<file path="config.mk">
export PLATFORM = sky130hd
export DESIGN_NAME = button_click_long_press_detector_unit
export DESIGN_NICKNAME = d
export VERILOG_FILES = /design/src/hdl/bclp_pkg.sv /design/src/hdl/bclp_cfg_regs.sv /design/src/hdl/bclp_in_reg.sv /design/src/hdl/bclp_engine.sv /design/src/hdl/bclp_out_reg.sv /design/src/hdl/button_click_long_press_detector_unit.sv
export SDC_FILE = /design/constraint.sdc
export NUM_CORES = 1
export LEC_CHECK = 0
export BUFFER_PORTS_ARGS = -buffer_cell sky130_fd_sc_hd__buf_4
export CORE_MARGIN = 10
export CORE_UTILIZATION = 42
export CTS_BUF_LIST = sky130_fd_sc_hd__clkbuf_8
export CTS_CLUSTER_DIAMETER = 200
export DETAILED_ROUTE_END_ITERATION = 8
export PLACE_DENSITY = 0.66
export SKIP_LAST_GASP = 1
export SLEW_MARGIN = 20
export SYNTH_ARGS = -nofsm -noshare
export SYNTH_HDL_FRONTEND = slang
export SYNTH_SLANG_ARGS = --single-unit
export TNS_END_PERCENT = 10
</file>
<file path="constraint.sdc">
create_clock -name clk -period 7 [get_ports clk]
set_input_delay 1.4 -clock clk [delete_from_list [all_inputs] [get_ports clk]]
set_output_delay 1.4 -clock clk [all_outputs]
set_load 0.1 [all_outputs]
</file>
<file path="src/hdl/bclp_pkg.sv">
package bclp_pkg;

    localparam int unsigned SCAN_INTERVAL_MS = 10;
    localparam int unsigned DEBOUNCE_TICKS   = 2;

    localparam int unsigned MS_W    = 16;
    localparam int unsigned CFG_IDX_W = 2;

    localparam logic [MS_W-1:0] LONG_PRESS_MS_RST  = 16'd2000;
    localparam logic [MS_W-1:0] SHORT_PRESS_MS_RST = 16'd200;

    localparam logic [CFG_IDX_W-1:0] CFG_PRESS_LEVEL    = 2'd0;
    localparam logic [CFG_IDX_W-1:0] CFG_LONG_PRESS_MS  = 2'd1;
    localparam logic [CFG_IDX_W-1:0] CFG_SHORT_PRESS_MS = 2'd2;

    localparam logic [3:0] EV_NONE   = 4'd0;
    localparam logic [3:0] EV_DOWN   = 4'd1;
    localparam logic [3:0] EV_UP     = 4'd2;
    localparam logic [3:0] EV_SINGLE = 4'd3;
    localparam logic [3:0] EV_DOUBLE = 4'd4;
    localparam logic [3:0] EV_MULTI  = 4'd5;
    localparam logic [3:0] EV_LSTART = 4'd6;
    localparam logic [3:0] EV_LHOLD  = 4'd7;
    localparam logic [3:0] EV_LUP    = 4'd8;

    typedef struct packed {
        logic            press_level;
        logic [MS_W-1:0] long_press_ms;
        logic [MS_W-1:0] short_press_ms;
    } cfg_t;

    typedef struct packed {
        logic [2:0] event_code;
        logic       long_release;
        logic [3:0] last_event;
        logic       level_seen;
    } result_t;

endpackage

</file>
<file path="src/hdl/bclp_cfg_regs.sv">
module bclp_cfg_regs (
    input  logic                           clk,
    input  logic                           rst_n,
    input  logic                           cfg_valid,
    output logic                           cfg_ready,
    input  logic [bclp_pkg::CFG_IDX_W-1:0] cfg_index,
    input  logic [bclp_pkg::MS_W-1:0]      cfg_data,
    output bclp_pkg::cfg_t                 cfg
);

    bclp_pkg::cfg_t cfg_reg;
    bclp_pkg::cfg_t cfg_next;

    assign cfg_ready = 1'b1;
    assign cfg       = cfg_reg;

    always_comb
    begin
        cfg_next = cfg_reg;
        if (cfg_valid)
        begin
            unique case (cfg_index)
                bclp_pkg::CFG_PRESS_LEVEL:    cfg_next.press_level    = cfg_data[0];
                bclp_pkg::CFG_LONG_PRESS_MS:  cfg_next.long_press_ms  = cfg_data;
                bclp_pkg::CFG_SHORT_PRESS_MS: cfg_next.short_press_ms = cfg_data;
                default:                      cfg_next = cfg_reg;
            endcase
        end
    end

    always_ff @(posedge clk or negedge rst_n)
    begin
        if (!rst_n)
        begin
            cfg_reg.press_level    <= 1'b0;
            cfg_reg.long_press_ms  <= bclp_pkg::LONG_PRESS_MS_RST;
            cfg_reg.short_press_ms <= bclp_pkg::SHORT_PRESS_MS_RST;
        end
        else
        begin
            cfg_reg <= cfg_next;
        end
    end

endmodule

</file>
<file path="src/hdl/bclp_in_reg.sv">
module bclp_in_reg (
    input  logic clk,
    input  logic rst_n,
    input  logic in_valid,
    output logic in_ready,
    input  logic key_level,
    input  logic advance,
    output logic item_valid,
    output logic item_level
);

    logic valid_reg;
    logic valid_next;
    logic level_reg;
    logic level_next;

    assign in_ready   = !valid_reg || advance;
    assign valid_next = in_ready ? in_valid : valid_reg;
    assign level_next = (in_valid && in_ready) ? key_level : level_reg;
    assign item_valid = valid_reg;
    assign item_level = level_reg;

    always_ff @(posedge clk or negedge rst_n)
    begin
        if (!rst_n)
        begin
            valid_reg <= 1'b0;
        end
        else
        begin
            valid_reg <= valid_next;
        end
    end

    always_ff @(posedge clk)
    begin
        level_reg <= level_next;
    end

endmodule

</file>
<file path="src/hdl/bclp_engine.sv">
module bclp_engine #(
    parameter int unsigned ScanIntervalMs = bclp_pkg::SCAN_INTERVAL_MS,
    parameter int unsigned DebounceTicks  = bclp_pkg::DEBOUNCE_TICKS
) (
    input  logic              clk,
    input  logic              rst_n,
    input  bclp_pkg::cfg_t    cfg,
    input  logic              step,
    input  logic              level,
    output bclp_pkg::result_t result
);

    localparam int unsigned MsW   = bclp_pkg::MS_W;
    localparam int unsigned ProdW = MsW + $clog2(ScanIntervalMs + 1);
    localparam logic [ProdW-1:0] Scan    = ProdW'(ScanIntervalMs);
    localparam logic [1:0]       DbLimit = 2'(DebounceTicks);
    localparam logic [MsW-1:0]   CntMax  = {MsW{1'b1}};

    typedef enum logic [1:0] {
        PH_IDLE,
        PH_DEBOUNCE,
        PH_PRESSED,
        PH_RELEASE
    } phase_t;

    phase_t         phase_reg;
    phase_t         phase_next;
    logic [1:0]     debounce_reg;
    logic [1:0]     debounce_next;
    logic [MsW-1:0] hold_reg;
    logic [MsW-1:0] hold_next;
    logic [7:0]     click_reg;
    logic [7:0]     click_next;
    logic [MsW-1:0] gap_reg;
    logic [MsW-1:0] gap_next;
    logic [3:0]     recent_reg;
    logic [3:0]     recent_next;

    logic             act;
    logic [3:0]       ev;
    logic             lrel;
    logic [MsW-1:0]   gap_inc;
    logic [ProdW-1:0] gap_prod;
    logic [ProdW-1:0] held_prod;
    logic [ProdW-1:0] held_inc_prod;
    logic [ProdW-1:0] short_ext;
    logic [ProdW-1:0] long_ext;
    logic [1:0]       debounce_inc;

    assign act           = (level == cfg.press_level);
    assign gap_inc       = (gap_reg == CntMax) ? gap_reg : gap_reg + 1'b1;
    assign gap_prod      = ProdW'(gap_inc) * Scan;
    assign held_prod     = ProdW'(hold_reg) * Scan;
    assign held_inc_prod = held_prod + Scan;
    assign short_ext     = ProdW'(cfg.short_press_ms);
    assign long_ext      = ProdW'(cfg.long_press_ms);
    assign debounce_inc  = (debounce_reg == 2'd3) ? debounce_reg : debounce_reg + 2'd1;

    always_comb
    begin
        phase_next    = phase_reg;
        debounce_next = debounce_reg;
        hold_next     = hold_reg;
        click_next    = click_reg;
        gap_next      = gap_reg;
        ev            = bclp_pkg::EV_NONE;
        lrel          = 1'b0;

        unique case (phase_reg)
            PH_IDLE:
            begin
                if (act)
                begin
                    phase_next    = PH_DEBOUNCE;
                    debounce_next = 2'd0;
                end
                else if (click_reg != 8'd0)
                begin
                    gap_next = gap_inc;
                    if (gap_prod >= short_ext)
                    begin
                        if (click_reg == 8'd1)
                        begin
                            ev = bclp_pkg::EV_SINGLE;
                        end
                        else if (click_reg == 8'd2)
                        begin
                            ev = bclp_pkg::EV_DOUBLE;
                        end
                        else
                        begin
                            ev = bclp_pkg::EV_MULTI;
                        end
                        click_next = 8'd0;
                        gap_next   = '0;
                    end
                end
            end
            PH_DEBOUNCE:
            begin
                if (act)
                begin
                    debounce_next = debounce_inc;
                    if (debounce_inc >= DbLimit)
                    begin
                        phase_next = PH_PRESSED;
                        hold_next  = '0;
                        ev         = bclp_pkg::EV_DOWN;
                    end
                end
                else
                begin
                    phase_next = PH_IDLE;
                end
            end
            PH_PRESSED:
            begin
                if (!act)
                begin
                    phase_next = PH_RELEASE;
                    ev         = bclp_pkg::EV_UP;
                    if (held_prod < short_ext)
                    begin
                        if (click_reg != 8'hFF)
                        begin
                            click_next = click_reg + 8'd1;
                        end
                        gap_next = '0;
                    end
                    else if (held_prod >= long_ext)
                    begin
                        lrel       = 1'b1;
                        click_next = 8'd0;
                    end
                end
                else if (hold_reg == CntMax)
                begin
                    ev = bclp_pkg::EV_LHOLD;
                end
                else
                begin
                    hold_next = hold_reg + 1'b1;
                    if (held_inc_prod == long_ext)
                    begin
                        ev = bclp_pkg::EV_LSTART;
                    end
                    else if (held_inc_prod > long_ext)
                    begin
                        ev = bclp_pkg::EV_LHOLD;
                    end
                end
            end
            PH_RELEASE:
            begin
                if (act)
                begin
                    phase_next    = PH_DEBOUNCE;
                    debounce_next = 2'd0;
                end
                else
                begin
                    phase_next = PH_IDLE;
                end
            end
        endcase

        if (lrel)
        begin
            recent_next = bclp_pkg::EV_LUP;
        end
        else if (ev != bclp_pkg::EV_NONE)
        begin
            recent_next = ev;
        end
        else
        begin
            recent_next = recent_reg;
        end
    end

    assign result.event_code   = ev[2:0];
    assign result.long_release = lrel;
    assign result.last_event   = recent_next;
    assign result.level_seen   = level;

    always_ff @(posedge clk or negedge rst_n)
    begin
        if (!rst_n)
        begin
            phase_reg    <= PH_IDLE;
            debounce_reg <= 2'd0;
            hold_reg     <= '0;
            click_reg    <= 8'd0;
            gap_reg      <= '0;
            recent_reg   <= bclp_pkg::EV_NONE;
        end
        else if (step)
        begin
            phase_reg    <= phase_next;
            debounce_reg <= debounce_next;
            hold_reg     <= hold_next;
            click_reg    <= click_next;
            gap_reg      <= gap_next;
            recent_reg   <= recent_next;
        end
    end

endmodule

</file>
<file path="src/hdl/bclp_out_reg.sv">
module bclp_out_reg (
    input  logic              clk,
    input  logic              rst_n,
    input  logic              item_valid,
    input  bclp_pkg::result_t result,
    output logic              advance,
    output logic              out_valid,
    input  logic              out_ready,
    output bclp_pkg::result_t out_result
);

    logic              valid_reg;
    logic              valid_next;
    bclp_pkg::result_t result_reg;
    bclp_pkg::result_t result_next;

    assign advance     = !valid_reg || out_ready;
    assign valid_next  = advance ? item_valid : valid_reg;
    assign result_next = (advance && item_valid) ? result : result_reg;
    assign out_valid   = valid_reg;
    assign out_result  = result_reg;

    always_ff @(posedge clk or negedge rst_n)
    begin
        if (!rst_n)
        begin
            valid_reg <= 1'b0;
        end
        else
        begin
            valid_reg <= valid_next;
        end
    end

    always_ff @(posedge clk)
    begin
        result_reg <= result_next;
    end

endmodule

</file>
<file path="src/hdl/button_click_long_press_detector_unit.sv">
// Each accepted tick passes the input register, then the result register, where its result is
// presented until taken. Throughput: one tick per cycle while out_ready is high.
// The result register and input register decouple the sides, so a tick is taken while a
// finished result waits. Reset (rst_n low, asynchronous) clears the key state, the click
// and timing counters and the last event, and loads the register defaults.
module button_click_long_press_detector_unit #(
    parameter int unsigned ScanIntervalMs = bclp_pkg::SCAN_INTERVAL_MS,
    parameter int unsigned DebounceTicks  = bclp_pkg::DEBOUNCE_TICKS
) (
    input  logic                           clk,
    input  logic                           rst_n,
    input  logic                           cfg_valid,
    output logic                           cfg_ready,
    input  logic [bclp_pkg::CFG_IDX_W-1:0] cfg_index,
    input  logic [bclp_pkg::MS_W-1:0]      cfg_data,
    input  logic                           in_valid,
    output logic                           in_ready,
    input  logic                           key_level,
    output logic                           out_valid,
    input  logic                           out_ready,
    output logic [2:0]                     event_code,
    output logic                           long_release,
    output logic [3:0]                     last_event,
    output logic                           level_seen
);

    bclp_pkg::cfg_t    cfg;
    bclp_pkg::result_t result;
    bclp_pkg::result_t out_result;
    logic              advance;
    logic              item_valid;
    logic              item_level;

    bclp_cfg_regs u_cfg_regs (
        .clk       (clk),
        .rst_n     (rst_n),
        .cfg_valid (cfg_valid),
        .cfg_ready (cfg_ready),
        .cfg_index (cfg_index),
        .cfg_data  (cfg_data),
        .cfg       (cfg)
    );

    bclp_in_reg u_in_reg (
        .clk        (clk),
        .rst_n      (rst_n),
        .in_valid   (in_valid),
        .in_ready   (in_ready),
        .key_level  (key_level),
        .advance    (advance),
        .item_valid (item_valid),
        .item_level (item_level)
    );

    bclp_engine #(
        .ScanIntervalMs (ScanIntervalMs),
        .DebounceTicks  (DebounceTicks)
    ) u_engine (
        .clk    (clk),
        .rst_n  (rst_n),
        .cfg    (cfg),
        .step   (item_valid && advance),
        .level  (item_level),
        .result (result)
    );

    bclp_out_reg u_out_reg (
        .clk        (clk),
        .rst_n      (rst_n),
        .item_valid (item_valid),
        .result     (result),
        .advance    (advance),
        .out_valid  (out_valid),
        .out_ready  (out_ready),
        .out_result (out_result)
    );

    assign event_code   = out_result.event_code;
    assign long_release = out_result.long_release;
    assign last_event   = out_result.last_event;
    assign level_seen   = out_result.level_seen;

endmodule

</file>
==> flow_metrics.py <==
metrics = {
    "status": {
        "status": "complete, no violations",
    },
    "floorplan": {
        "dieArea_sq_mm": 0.02523,
        "rows": 50,
        "pin_count": 36,
        "die_w_um": 158.8,
        "initial_core_util_pct": 43.00,
        "coreArea_sq_mm": 0.01883,
        "die_y_um": 158.8,
    },
    "sta": {
        "finalCritPeriodShare_pct": 89.55,
        "fmax_mhz": 159.5,
        "maxSlewViolCount": 0,
        "worst_pin_slew_ns": 0.9770,
        "tns_ns": 0,
        "finalSetupViolCount": 0,
        "hold_viol": 0,
        "slew_headroom_pct": 34.67,
        "rsz0062_at_grt": "no",
        "fin_crit_ns": 6.268,
        "fin_skew_ns": 0.008630,
    },
    "finish": {
        "utilization_pct": 46.58,
        "seqCellArea_sq_mm": 0.002389,
        "final_common_cell": "ha_1",
        "largest_register_ffs": 33,
        "insertedDiodeCount": 0,
        "multi_input_area_sq_mm": 0.005415,
        "areaGrowthSynthToFinish_pct": 8.345,
        "fill_cells": 1840,
        "drive_gt1_share_pct": 13.78,
        "nets": 1051,
        "final_cells": 1167,
        "layout_common_cells": "123 x ha_1, 74 x dfrtp_1, 64 x nand2_1",
    },
    "power": {
        "p_leak_nw": 4.242,
        "p_per_area_mw_per_mm2": 197.6,
        "comb_power_share_pct": 40.8,
        "seq_power_share_pct": 40.6,
        "finalPower_mw": 1.734,
        "ir_worst_vdd_mv": 0.09937,
        "p_switching_mw": 0.7037,
        "swShare_pct": 40.60,
        "p_int_mw": 1.030,
        "p_clk_share_pct": 18.6,
    },
    "logic_synthesis": {
        "synth.largest_area_cell": "dfrtp_1",
        "synth_xor_area_share_pct": 5.625,
        "synth_top_family_by_area": "adder cells",
        "yosys_warnings": 0,
        "synth_flop_cell": "dfrtp_1",
        "synth.area.top_cells": "dfrtp_1 23%, ha_1 19%, mux2_2 4.9%",
        "post_synth_fa_ha_maj_area_fraction_pct": 19.50,
        "ys_async_sr_fraction_pct": 89.25,
        "post-synth-top-area-fraction_pct": 22.87,
        "syn_avg_cell_area_sq_um": 9.296,
        "syn_inst": 871,
        "synth_nets": 1020,
        "seq_area_frac_synth_pct": 29.50,
        "synth_area_sq_mm": 0.008097,
        "synth_edf_count": 10,
        "muxShareOfSynthArea_pct": 5.115,
        "synth-compound-area-share_pct": 18.39,
        "synth.distinct_cells": 85,
        "ys_ff_latch": 93,
        "synth_simple_gate_area_share_pct": 18.14,
    },
    "cts": {
        "clk_latency_ns": 0.39,
        "clock-sinks": 93,
        "h-tree-depth": 3,
        "cts_root_buf": "clkbuf_8",
        "numCtsBuffers": 9,
        "cts_tree": "done",
        "path_clk_slew_ns": 0.09,
        "cts_max_path_buffers": 2,
    },
    "hold_path": {
        "min_path_type": "reg -> reg",
        "whs_path_depth": 1,
        "hp-start": "u_cfg_regs.cfg[1]",
    },
    "global_route": {
        "met3_usage_pct": 1.678,
        "grt_overflow": 0,
        "grt_max_degree": 55,
        "grt_pass1_wl_um": 30390,
        "grt_util_all_layers_pct": 14.22,
        "busiest_layer": "met2",
        "use_met1_pct": 19.70,
        "use_met2_pct": 22.54,
        "first_global_vias": 6155,
        "antenna_found_initial": 0,
    },
    "worst_setup_path": {
        "end_kind": "flop",
        "crit_type": "reg -> reg",
        "r2r_start": "u_engine.gap_reg[0]",
        "crit_path_start": "u_engine.gap_reg[0]",
        "startpoint_type": "flop",
        "path_max_fanout": 7,
        "reg2reg_depth": 27,
        "crit_arrival_ns": 6.40,
        "cp.required_ns": 7.13,
    },
    "drt": {
        "wire_per_inst_um": 15.36,
        "drc": 0,
        "drt-pass1-iter-count": 5,
        "vias": 6341,
        "post_drt_via_cell_ratio": 5.434,
        "drt_wl_total_um": 17930,
        "ant_nets": 0,
        "drtIter0Drc": 372,
    },
    "place": {
        "hpwl_um": 14200,
        "place.gp.congestion": 0.8388,
        "placed_cells": 1151,
        "port_buffers": 34,
    },
    "flow_run": {
        "maxCapViolations": 0,
    },
}
critical path: stages, from the launching register on:
cell,delay (ns)
dfrtp_1,0.43
ha_1,0.20
inv_1,0.09
nor3_2,0.32
and4_1,0.44
nor2_1,0.17
nand3_1,0.13
xor2_1,0.34
inv_1,0.08
ha_1,0.34
ha_1,0.32
a211oi_1,0.33
o21ai_1,0.16
and3_1,0.20
o21ai_0,0.14
nand2b_1,0.08
a21oi_1,0.17
xnor2_1,0.09
ha_1,0.31
nand4_1,0.14
nor3_1,0.21
o221ai_1,0.18
o211ai_2,0.11
o21ai_0,0.17
a31oi_1,0.28
o21bai_1,0.14
o22ai_2,0.31
o2bb2ai_1,0.13
area by class of cell:
class,count,share of cell area [%]
Inverter,57,2.439
Clock buffer,9,1.412
Timing Repair Buffer,36,3.081
Tap cell,260,3.708
Clock inverter,7,0.3994
Multi-Input combinational cell,705,61.73
Sequential cell,93,27.23
path summary, 6_finish.rpt:
kind	end	slack, ns
worst min register to register	u_cfg_regs.cfg[1]	0.51
max in group asynchronous	u_engine.debounce_reg[0]	5.04
min in group asynchronous	u_cfg_regs.cfg[4]	0.93
worst min-delay path	u_cfg_regs.cfg[1]	0.51
worst max register to register	u_out_reg.out_result[2]	0.73
worst max-delay path	u_out_reg.out_result[2]	0.73
power groups by stage:
stage / Clock [mW] / Combinational, mW / Sequential (mW)
after detailed placement: 0 / 0.705 / 0.715
final: 0.323 / 0.708 / 0.703
after global routing: 0.353 / 0.810 / 0.717
after CTS: 0.340 / 0.711 / 0.703
after global placement: 0 / 0.700 / 0.710
after floorplan: 0 / 0.485 / 0.746
kinds of logic after synthesis:
family / Yosys count
buf+inv: 73
fa+ha+maj: 125
other cells: 1
xor+xnor: 52
compound gates: 213
flops: 93
mux: 37
simple gates: 277
metal layers:
layer	part of all wire (%)	vias to the layer above
met3	2.3	18
met2	45	84
li1	-	3275
met1	51	2964
met4	1.4	0
met5	0	-
what timing repair did:
action                                  CTS  global route
gates resized for setup                   0             1
endpoints found under the setup margin    0             1
setup buffers                             0             0
endpoints found under the hold margin     0             0
hold buffers                              0             0
through the flow:
stage	setup slack [ns]	cell area [sq um]	hold slack [ns]
2_1_floorplan	1.358	8097	0.4572
3_3_place_gp	0.8817	8608	0.4679
3_5_place_dp	0.6841	8608	0.4937
4_1_cts	0.6477	8767	0.5143
5_1_grt	0.1359	8772	0.5274
6_report	0.7317	8772	0.5101
synth_stat cells (all sizes together) (9+ instances only):
master and instances:
a211oi 11, a21o 14, a21oi 51, and3 14, dfrtp 74, dfstp 9
edfxtp 10, ha 123, inv 57, mux2 35, nand2 64, nand2b 14
nand3 32, nand4 12, nor2 60, nor3 19, o211ai 11, o21ai 58
o21bai 10, or3 11, xnor2 37, xor2 15
Power figures use the tool's default switching activity.
